<file path="config.mk">
export PLATFORM = sky130hd
export DESIGN_NAME = contour_fingertip_picker
export DESIGN_NICKNAME = d
export VERILOG_FILES = /design/src/hdl/cfp_pkg.sv /design/src/hdl/contour_fingertip_picker.sv /design/src/hdl/cfp_ctrl.sv /design/src/hdl/cfp_datapath.sv
export SDC_FILE = /design/constraint.sdc
export NUM_CORES = 2
export LEC_CHECK = 0
export BUFFER_PORTS_ARGS = -buffer_cell sky130_fd_sc_hd__clkbuf_2
export CORE_MARGIN = 10
export CORE_UTILIZATION = 65
export DETAILED_ROUTE_END_ITERATION = 7
export HOLD_SLACK_MARGIN = 0.12
export PLACE_DENSITY = 0.81
export SLEW_MARGIN = 30
export SYNTH_ARGS = -nofsm -noshare
export SYNTH_HDL_FRONTEND = slang
export SYNTH_SLANG_ARGS = --single-unit
</file>
<file path="constraint.sdc">
create_clock -name aclk -period 27.1 [get_ports aclk]
set_input_delay 4.065 -clock aclk [delete_from_list [all_inputs] [get_ports aclk]]
set_output_delay 4.065 -clock aclk [all_outputs]
set_load 0.01 [all_outputs]
</file>
<file path="src/hdl/cfp_pkg.sv">
// Shared types and constants for the contour fingertip picker.
// No dependencies; imported by every module of the block.
package cfp_pkg;

    localparam int COORD_BITS   = 12;
    localparam int DIST_BITS    = 2 * COORD_BITS + 1;
    localparam int SQ_BITS      = 2 * COORD_BITS;
    localparam int RUN_BITS     = 8;
    localparam int NUM_BITS     = 3;
    localparam int CFG_IDX_BITS = 2;
    localparam int CFG_DATA_BITS = 12;
    localparam int IN_DATA_BITS  = 24;
    localparam int OUT_DATA_BITS = 32;
    localparam int DEF_MAX_TIPS  = 8;

    localparam logic [CFG_IDX_BITS-1:0] CFG_CENTER_X  = 2'd0;
    localparam logic [CFG_IDX_BITS-1:0] CFG_CENTER_Y  = 2'd1;
    localparam logic [CFG_IDX_BITS-1:0] CFG_RUN_LIMIT = 2'd2;
    localparam logic [CFG_IDX_BITS-1:0] CFG_SPACING   = 2'd3;

    localparam logic [RUN_BITS-1:0]   RUN_LIMIT_RST = 8'd40;
    localparam logic [COORD_BITS-1:0] SPACING_RST   = 12'd200;

    typedef struct packed {
        logic load;
        logic square;
        logic update;
    } cfp_cmd_t;

    typedef struct packed {
        logic tip_found;
    } cfp_status_t;

endpackage

</file>
<file path="src/hdl/contour_fingertip_picker.sv">
// Top level of the contour fingertip picker: stream ports, config port,
// controller and datapath. Depends on cfp_pkg, cfp_ctrl, cfp_datapath.
//
//   channel   dir  handshake            payload
//   s_        in   s_tvalid/s_tready    s_tdata point_x,point_y; s_tuser contour_start
//   m_        out  m_tvalid/m_tready    m_tdata tip_x,tip_y,tip_number
//   cfg_      in   cfg_valid/cfg_ready  cfg_index, cfg_data
//
// Each point passes through the steps accept, square (two 12x12 multipliers) and update.
// The update cycle waits only while a previous tip still sits in the output register.
// A new point is taken while a finished tip waits on m_.
// aresetn is synchronous; it clears the search state and loads register defaults.
module contour_fingertip_picker #(
    parameter int MAX_TIPS = cfp_pkg::DEF_MAX_TIPS
) (
    input  logic                               aclk,
    input  logic                               aresetn,
    input  logic                               s_tvalid,
    output logic                               s_tready,
    input  logic [cfp_pkg::IN_DATA_BITS-1:0]   s_tdata,   // point_x, point_y
    input  logic                               s_tuser,   // contour_start
    output logic                               m_tvalid,
    input  logic                               m_tready,
    output logic [cfp_pkg::OUT_DATA_BITS-1:0]  m_tdata,   // tip_x, tip_y, tip_number, zero pad
    input  logic                               cfg_valid,
    output logic                               cfg_ready,
    input  logic [cfp_pkg::CFG_IDX_BITS-1:0]   cfg_index,
    input  logic [cfp_pkg::CFG_DATA_BITS-1:0]  cfg_data
);
    import cfp_pkg::*;

    cfp_cmd_t              cmd;
    cfp_status_t           status;
    logic [COORD_BITS-1:0] tip_x, tip_y;
    logic [NUM_BITS-1:0]   tip_number;

    assign cfg_ready = 1'b1;

    cfp_ctrl u_ctrl (
        .aclk     (aclk),
        .aresetn  (aresetn),
        .s_tvalid (s_tvalid),
        .s_tready (s_tready),
        .m_tvalid (m_tvalid),
        .m_tready (m_tready),
        .status   (status),
        .cmd      (cmd)
    );

    cfp_datapath #(
        .MAX_TIPS (MAX_TIPS)
    ) u_dp (
        .aclk          (aclk),
        .aresetn       (aresetn),
        .cfg_valid     (cfg_valid),
        .cfg_index     (cfg_index),
        .cfg_data      (cfg_data),
        .point_x       (s_tdata[COORD_BITS-1:0]),
        .point_y       (s_tdata[2*COORD_BITS-1:COORD_BITS]),
        .contour_start (s_tuser),
        .cmd           (cmd),
        .status        (status),
        .tip_x         (tip_x),
        .tip_y         (tip_y),
        .tip_number    (tip_number)
    );

    assign m_tdata = {{(OUT_DATA_BITS - 2*COORD_BITS - NUM_BITS){1'b0}},
                      tip_number, tip_y, tip_x};

    a_load_then_square: assert property (@(posedge aclk) disable iff (!aresetn)
        cmd.load |=> cmd.square && !s_tready)
        else $error("square step did not follow a load");

    a_busy_no_accept: assert property (@(posedge aclk) disable iff (!aresetn)
        (cmd.square || cmd.update) |-> !s_tready)
        else $error("input ready while a word is in flight");

    a_tip_source: assert property (@(posedge aclk) disable iff (!aresetn)
        $rose(m_tvalid) |-> $past(cmd.update && status.tip_found))
        else $error("result word without a found tip");

    a_update_slot: assert property (@(posedge aclk) disable iff (!aresetn)
        cmd.update |-> (!m_tvalid || m_tready))
        else $error("update while output word still held");

endmodule

</file>
<file path="src/hdl/cfp_ctrl.sv">
// Controller for the fingertip picker: sequences load, square and update,
// and owns the stream handshakes. Depends on cfp_pkg.
module cfp_ctrl (
    input  logic                aclk,
    input  logic                aresetn,
    input  logic                s_tvalid,
    output logic                s_tready,
    output logic                m_tvalid,
    input  logic                m_tready,
    input  cfp_pkg::cfp_status_t status,
    output cfp_pkg::cfp_cmd_t   cmd
);
    import cfp_pkg::*;

    typedef enum logic [2:0] {
        S_IDLE   = 3'b001,
        S_SQUARE = 3'b010,
        S_UPDATE = 3'b100
    } state_t;

    state_t state_reg, state_next;
    logic   out_valid_reg, out_valid_next;
    logic   advance;

    assign advance = !out_valid_reg || m_tready;

    always_comb begin
        state_next = state_reg;
        cmd        = '0;
        unique case (state_reg)
            S_IDLE: begin
                if (s_tvalid) begin
                    cmd.load   = 1'b1;
                    state_next = S_SQUARE;
                end
            end
            S_SQUARE: begin
                cmd.square = 1'b1;
                state_next = S_UPDATE;
            end
            S_UPDATE: begin
                if (advance) begin
                    cmd.update = 1'b1;
                    state_next = S_IDLE;
                end
            end
            default: state_next = S_IDLE;
        endcase
    end

    always_comb begin
        out_valid_next = out_valid_reg;
        if (cmd.update && status.tip_found) begin
            out_valid_next = 1'b1;
        end else if (m_tready) begin
            out_valid_next = 1'b0;
        end
    end

    always_ff @(posedge aclk) begin
        if (!aresetn) begin
            state_reg     <= S_IDLE;
            out_valid_reg <= 1'b0;
        end else begin
            state_reg     <= state_next;
            out_valid_reg <= out_valid_next;
        end
    end

    assign s_tready = (state_reg == S_IDLE);
    assign m_tvalid = out_valid_reg;

endmodule

</file>
<file path="src/hdl/cfp_datapath.sv">
// Datapath for the fingertip picker: config registers, distance squares,
// farthest-point tracking, run counter and the tip x store. Depends on cfp_pkg.
module cfp_datapath #(
    parameter int MAX_TIPS = cfp_pkg::DEF_MAX_TIPS
) (
    input  logic                               aclk,
    input  logic                               aresetn,
    input  logic                               cfg_valid,
    input  logic [cfp_pkg::CFG_IDX_BITS-1:0]   cfg_index,
    input  logic [cfp_pkg::CFG_DATA_BITS-1:0]  cfg_data,
    input  logic [cfp_pkg::COORD_BITS-1:0]     point_x,
    input  logic [cfp_pkg::COORD_BITS-1:0]     point_y,
    input  logic                               contour_start,
    input  cfp_pkg::cfp_cmd_t                  cmd,
    output cfp_pkg::cfp_status_t               status,
    output logic [cfp_pkg::COORD_BITS-1:0]     tip_x,
    output logic [cfp_pkg::COORD_BITS-1:0]     tip_y,
    output logic [cfp_pkg::NUM_BITS-1:0]       tip_number
);
    import cfp_pkg::*;

    localparam int TOT_W = $clog2(MAX_TIPS + 1);

    logic [COORD_BITS-1:0] center_x_reg, center_y_reg, spacing_reg;
    logic [RUN_BITS-1:0]   run_limit_reg;

    logic [COORD_BITS-1:0] px_reg, py_reg;
    logic                  start_reg;
    logic [SQ_BITS-1:0]    sq_x_reg, sq_y_reg;

    logic [DIST_BITS-1:0]  best_dist_reg, best_dist_next;
    logic [COORD_BITS-1:0] best_x_reg, best_x_next, best_y_reg, best_y_next;
    logic [RUN_BITS-1:0]   run_count_reg, run_count_next;
    logic [TOT_W-1:0]      tip_total_reg, tip_total_next;
    logic [COORD_BITS-1:0] tip_store [MAX_TIPS];

    logic [COORD_BITS-1:0] out_x_reg, out_y_reg;
    logic [NUM_BITS-1:0]   out_n_reg;

    logic [COORD_BITS-1:0] dx, dy;
    logic [DIST_BITS-1:0]  pt_dist, bd_eff;
    logic [RUN_BITS-1:0]   rc_eff;
    logic [TOT_W-1:0]      tt_eff;
    logic [COORD_BITS-1:0] bx_eff, by_eff;
    logic                  greater, equal, close_run, spaced, tip_found;
    logic [MAX_TIPS-1:0]   too_near;

    // configuration
    always_ff @(posedge aclk) begin
        if (!aresetn) begin
            center_x_reg  <= '0;
            center_y_reg  <= '0;
            run_limit_reg <= RUN_LIMIT_RST;
            spacing_reg   <= SPACING_RST;
        end else if (cfg_valid) begin
            unique case (cfg_index)
                CFG_CENTER_X:  center_x_reg  <= cfg_data;
                CFG_CENTER_Y:  center_y_reg  <= cfg_data;
                CFG_RUN_LIMIT: run_limit_reg <= cfg_data[RUN_BITS-1:0];
                CFG_SPACING:   spacing_reg   <= cfg_data;
                default: ;
            endcase
        end
    end

    // input capture and squaring
    assign dx = (px_reg >= center_x_reg) ? px_reg - center_x_reg : center_x_reg - px_reg;
    assign dy = (py_reg >= center_y_reg) ? py_reg - center_y_reg : center_y_reg - py_reg;

    always_ff @(posedge aclk) begin
        if (cmd.load) begin
            px_reg    <= point_x;
            py_reg    <= point_y;
            start_reg <= contour_start;
        end
        if (cmd.square) begin
            sq_x_reg <= SQ_BITS'(dx) * SQ_BITS'(dx);
            sq_y_reg <= SQ_BITS'(dy) * SQ_BITS'(dy);
        end
    end

    // contour start clears the context ahead of the normal update
    always_comb begin
        bd_eff = start_reg ? '0     : best_dist_reg;
        rc_eff = start_reg ? '0     : run_count_reg;
        tt_eff = start_reg ? '0     : tip_total_reg;
        bx_eff = start_reg ? px_reg : best_x_reg;
        by_eff = start_reg ? py_reg : best_y_reg;
    end

    assign pt_dist   = DIST_BITS'(sq_x_reg) + DIST_BITS'(sq_y_reg);
    assign greater   = pt_dist > bd_eff;
    assign equal     = pt_dist == bd_eff;
    assign close_run = !greater && !equal && (rc_eff >= run_limit_reg);

    always_comb begin
        logic [COORD_BITS-1:0] sep;
        for (int k = 0; k < MAX_TIPS; k++) begin
            sep = (bx_eff >= tip_store[k]) ? bx_eff - tip_store[k] : tip_store[k] - bx_eff;
            too_near[k] = (TOT_W'(k) < tt_eff) && (sep < spacing_reg);
        end
    end

    assign spaced    = ~|too_near;
    assign tip_found = close_run && !(by_eff > center_y_reg) && spaced
                       && (tt_eff < TOT_W'(MAX_TIPS));
    assign status.tip_found = tip_found;

    always_comb begin
        best_dist_next = bd_eff;
        best_x_next    = bx_eff;
        best_y_next    = by_eff;
        run_count_next = rc_eff;
        tip_total_next = tt_eff;
        priority if (greater) begin
            best_dist_next = pt_dist;
            best_x_next    = px_reg;
            best_y_next    = py_reg;
        end else if (equal) begin
            best_dist_next = bd_eff;
        end else if (!close_run) begin
            run_count_next = rc_eff + RUN_BITS'(1);
        end else begin
            run_count_next = '0;
            best_dist_next = '0;
            if (tip_found) begin
                tip_total_next = tt_eff + TOT_W'(1);
            end
        end
    end

    always_ff @(posedge aclk) begin
        if (!aresetn) begin
            best_dist_reg <= '0;
            best_x_reg    <= '0;
            best_y_reg    <= '0;
            run_count_reg <= '0;
            tip_total_reg <= '0;
        end else if (cmd.update) begin
            best_dist_reg <= best_dist_next;
            best_x_reg    <= best_x_next;
            best_y_reg    <= best_y_next;
            run_count_reg <= run_count_next;
            tip_total_reg <= tip_total_next;
        end
    end

    always_ff @(posedge aclk) begin
        for (int k = 0; k < MAX_TIPS; k++) begin
            if (cmd.update && tip_found && (tt_eff == TOT_W'(k))) begin
                tip_store[k] <= bx_eff;
            end
        end
        if (cmd.update && tip_found) begin
            out_x_reg <= bx_eff;
            out_y_reg <= by_eff;
            out_n_reg <= NUM_BITS'(tt_eff);
        end
    end

    assign tip_x      = out_x_reg;
    assign tip_y      = out_y_reg;
    assign tip_number = out_n_reg;

endmodule

</file>
==> flow_summary.json <==
{
  "cts.clk_slew.worst_paths_ns": 0.06,
  "vias": 25500,
  "final.min_clock_period_ns": 9.28,
  "ys_seq_area_share_pct": 25.0,
  "synth_flop_cell": "edfxtp_1",
  "antenna_left": 0,
  "worst-setup-path-type": "reg -> reg",
  "fin_nets": 4206,
  "max-cap-violations": 0,
  "fin_ws_ns": 17.82,
  "worstPathRequired_ns": 27.41,
  "synthDistinctLibCells": 85,
  "hold_violations": 0,
  "root_buffer": "clkbuf_16",
  "synth_area_leader_cell": "ha_1",
  "setup-tns-final_ns": 0,
  "cp_slowest_stage_delay_ns": 0.55,
  "grt_usage_pct": 28.4,
  "grt_start_max_net_pins": 88,
  "slowest_stage": "xnor2_1",
  "firstDrtPassIters": 6,
  "grt_pass1_wl_um": 135000,
  "die_w_um": 242,
  "initial_core_util_pct": 65.6,
  "areaGrowthSynthToFinish_pct": 7.82,
  "synth_warnings": 0,
  "remaining_drc_errors": 0,
  "placementRows": 81,
  "yosys-top-cells-area": "ha_1, edfxtp_1, fa_1, dfxtp_1, inv_1",
  "wire_per_inst_um": 20.3,
  "holdWs_ns": 0.475,
  "synth.top_cell.area_share_pct": 19.7,
  "largest_reg_flops": 96,
  "cp.arrival_ns": 9.59,
  "finalSetupViolCount": 0,
  "cts.htree.levels": 2,
  "synthArstFlopShare_pct": 0,
  "cp-end-kind": "register",
  "drtIter0Drc": 1959,
  "via_per_inst": 6.10,
  "holdBufCountCts": 0,
  "ys_ff_latch": 303,
  "netlist_area_mm2": 0.0320,
  "ios": 79,
  "hpwl_um": 64000,
  "cts_tree": "yes",
  "crit_top_cell": "inv_1",
  "run_status": "complete, no violations",
  "cts_buffers": 37,
  "period_share_pct": 34.3,
  "fp.dieArea_mm2": 0.0585,
  "syn_area_per_cell_um2": 9.34,
  "rsz0062_at_grt": "false",
  "portBuffers": 72,
  "synthCells": 3423,
  "clk_path_buf_depth": 3,
  "drv_slew": 0,
  "start_kind": "register",
  "dp_slack_ns": 17.95,
  "nFillCells": 3722,
  "relSlewSlack_pct": 31.7,
  "max_clock_freq_mhz": 108,
  "post_cts_buffers": 0,
  "coreArea_mm2": 0.0487,
  "drive_gt1_share_pct": 7.87,
  "clkLatencyLatePin_ns": 0.59,
  "skew_ns": 0.0343,
  "cts_resized": 0,
  "worst_pin_slew_ns": 1.02,
  "grt_pass1_vias": 25900,
  "wirelength_um": 84900,
  "antenna_found_initial": 3,
  "overflow": 0,
  "crit_path_max_fanout": 12,
  "synth_edf_count": 194,
  "hp-class": "reg -> reg",
  "place_congestion": 0.981,
  "dieHeight_um": 242,
  "clkSinkCount": 303
}
[stage by stage]
| step | cells | util, % | instance area [µm²] |
|---|---|---|---|
| global placement | 4103 | 67.9 | 33100 |
| global route | 4173 | 70.7 | 34500 |
| CTS | 4173 | 70.7 | 34500 |
| detailed placement | 4105 | 68.0 | 33200 |
| floorplan | 3427 | - | 32000 |
| finish | 4174 | 70.7 | 34500 |
[layout make-up]
cell class	instances	area (µm²)	area share, %
well taps	664	831	2.41
clock inverters	20	253	0.733
clock buffers	48	1030	2.98
flip-flops and latches	303	8010	23.2
diodes	1	2.50	0.00726
repair buffers	121	748	2.17
multi-input cells	2536	21800	63.2
inverters	481	1810	5.24
[worst max-delay path: cells and delay by family, from the launching register on]
family | cells | cell delay [ns]
simple gates | 2 | 0.57
flops | 1 | 0.50
compound gates | 14 | 2.82
xor+xnor | 2 | 0.71
fa+ha+maj | 7 | 3.29
buf+inv | 9 | 1.10
[placed cells by master, fill, tap and decap left out, types with 13 or more instances in the layout]
master     instances
a21oi_1          232
nand2b_1          53
a31oi_1           19
o21bai_1          34
nor2_1           209
or2_2             40
a211oi_1          25
or3_1             14
nand4_1           27
buf_4             48
edfxtp_1         194
mux2i_1           92
o21a_1            42
clkbuf_2          72
o21ai_0           99
clkbuf_16         38
ha_1             503
and3_1            32
a21boi_0          42
fa_1             179
o211ai_1          26
xnor2_1          107
xor2_1            55
nor2b_1           97
a21o_1           135
a22o_1            26
inv_1            480
nor3_1            56
nand3_1           37
a211o_1           13
mux2_2            30
dfxtp_1          109
nand2_1          162
[cell usage after synthesis, types with 5 or more instances]
| cell | n |
|---|---|
| a211oi_1 | 25 |
| nand2_1 | 162 |
| o211ai_1 | 26 |
| nor3_1 | 57 |
| buf_1 | 5 |
| a2111oi_0 | 8 |
| a21boi_0 | 42 |
| xnor2_1 | 107 |
| o21a_1 | 42 |
| nand4_1 | 27 |
| a22o_1 | 26 |
| inv_1 | 480 |
| o31ai_1 | 11 |
| nand2b_1 | 53 |
| and4_1 | 7 |
| nor2b_1 | 98 |
| o21bai_1 | 34 |
| or2_2 | 40 |
| a21o_1 | 135 |
| o221ai_1 | 5 |
| o21ai_0 | 99 |
| or3_1 | 14 |
| nor3b_1 | 6 |
| edfxtp_1 | 194 |
| a211o_1 | 13 |
| clkbuf_1 | 87 |
| buf_4 | 8 |
| ha_1 | 503 |
| and3_1 | 34 |
| dfxtp_1 | 109 |
| mux2_2 | 30 |
| nor2_1 | 210 |
| fa_1 | 179 |
| a31oi_1 | 20 |
| nand3_1 | 37 |
| a21oi_1 | 233 |
| a31o_2 | 5 |
| xor2_1 | 55 |
| mux2i_1 | 94 |
| and2_1 | 11 |
| a221oi_1 | 11 |
| buf_2 | 5 |
[logic make-up after synthesis]
| kind of cell | count (synthesis) | share of synthesized area, % |
|---|---|---|
| DFF | 303 | 25.0 |
| AOI/OAI and AO/OA | 789 | 16.5 |
| adders and majority gates | 682 | 30.9 |
| muxes | 125 | 4.05 |
| xor gates and xnor gates | 162 | 4.44 |
| buffers and inverters | 588 | 7.06 |
| and+or+nand+nor | 772 | 12.0 |
| other | 2 | 0.0235 |
[metal layers]
layer / wire (µm) / vias up / track usage (%)
li1: - / 11900 / -
met1: 33800 / 12300 / 34.0
met2: 40600 / 910 / 48.5
met3: 5650 / 294 / 4.87
met4: 4800 / 4 / 14.9
met5: 31 / - / 0
[path summary, 6_finish.rpt]
kind | slack, ns | to | from | cells after the start
max | 17.82 | u_dp.sq_x_reg[23]$_DFFE_PP_ | u_dp.px_reg[1]$_DFFE_PP_ | 34
max reg2reg | 17.82 | u_dp.sq_x_reg[23]$_DFFE_PP_ | u_dp.px_reg[1]$_DFFE_PP_ | 34
min | 0.47 | u_dp.spacing_reg[10]$_SDFFE_PN0P_ | u_dp.spacing_reg[10]$_SDFFE_PN0P_ | 2
min reg2reg | 0.47 | u_dp.spacing_reg[10]$_SDFFE_PN0P_ | u_dp.spacing_reg[10]$_SDFFE_PN0P_ | 2
Power is left out: the tool's default activity adds up to more than one toggle a clock period on the data nets, which glitch-free logic cannot reach.
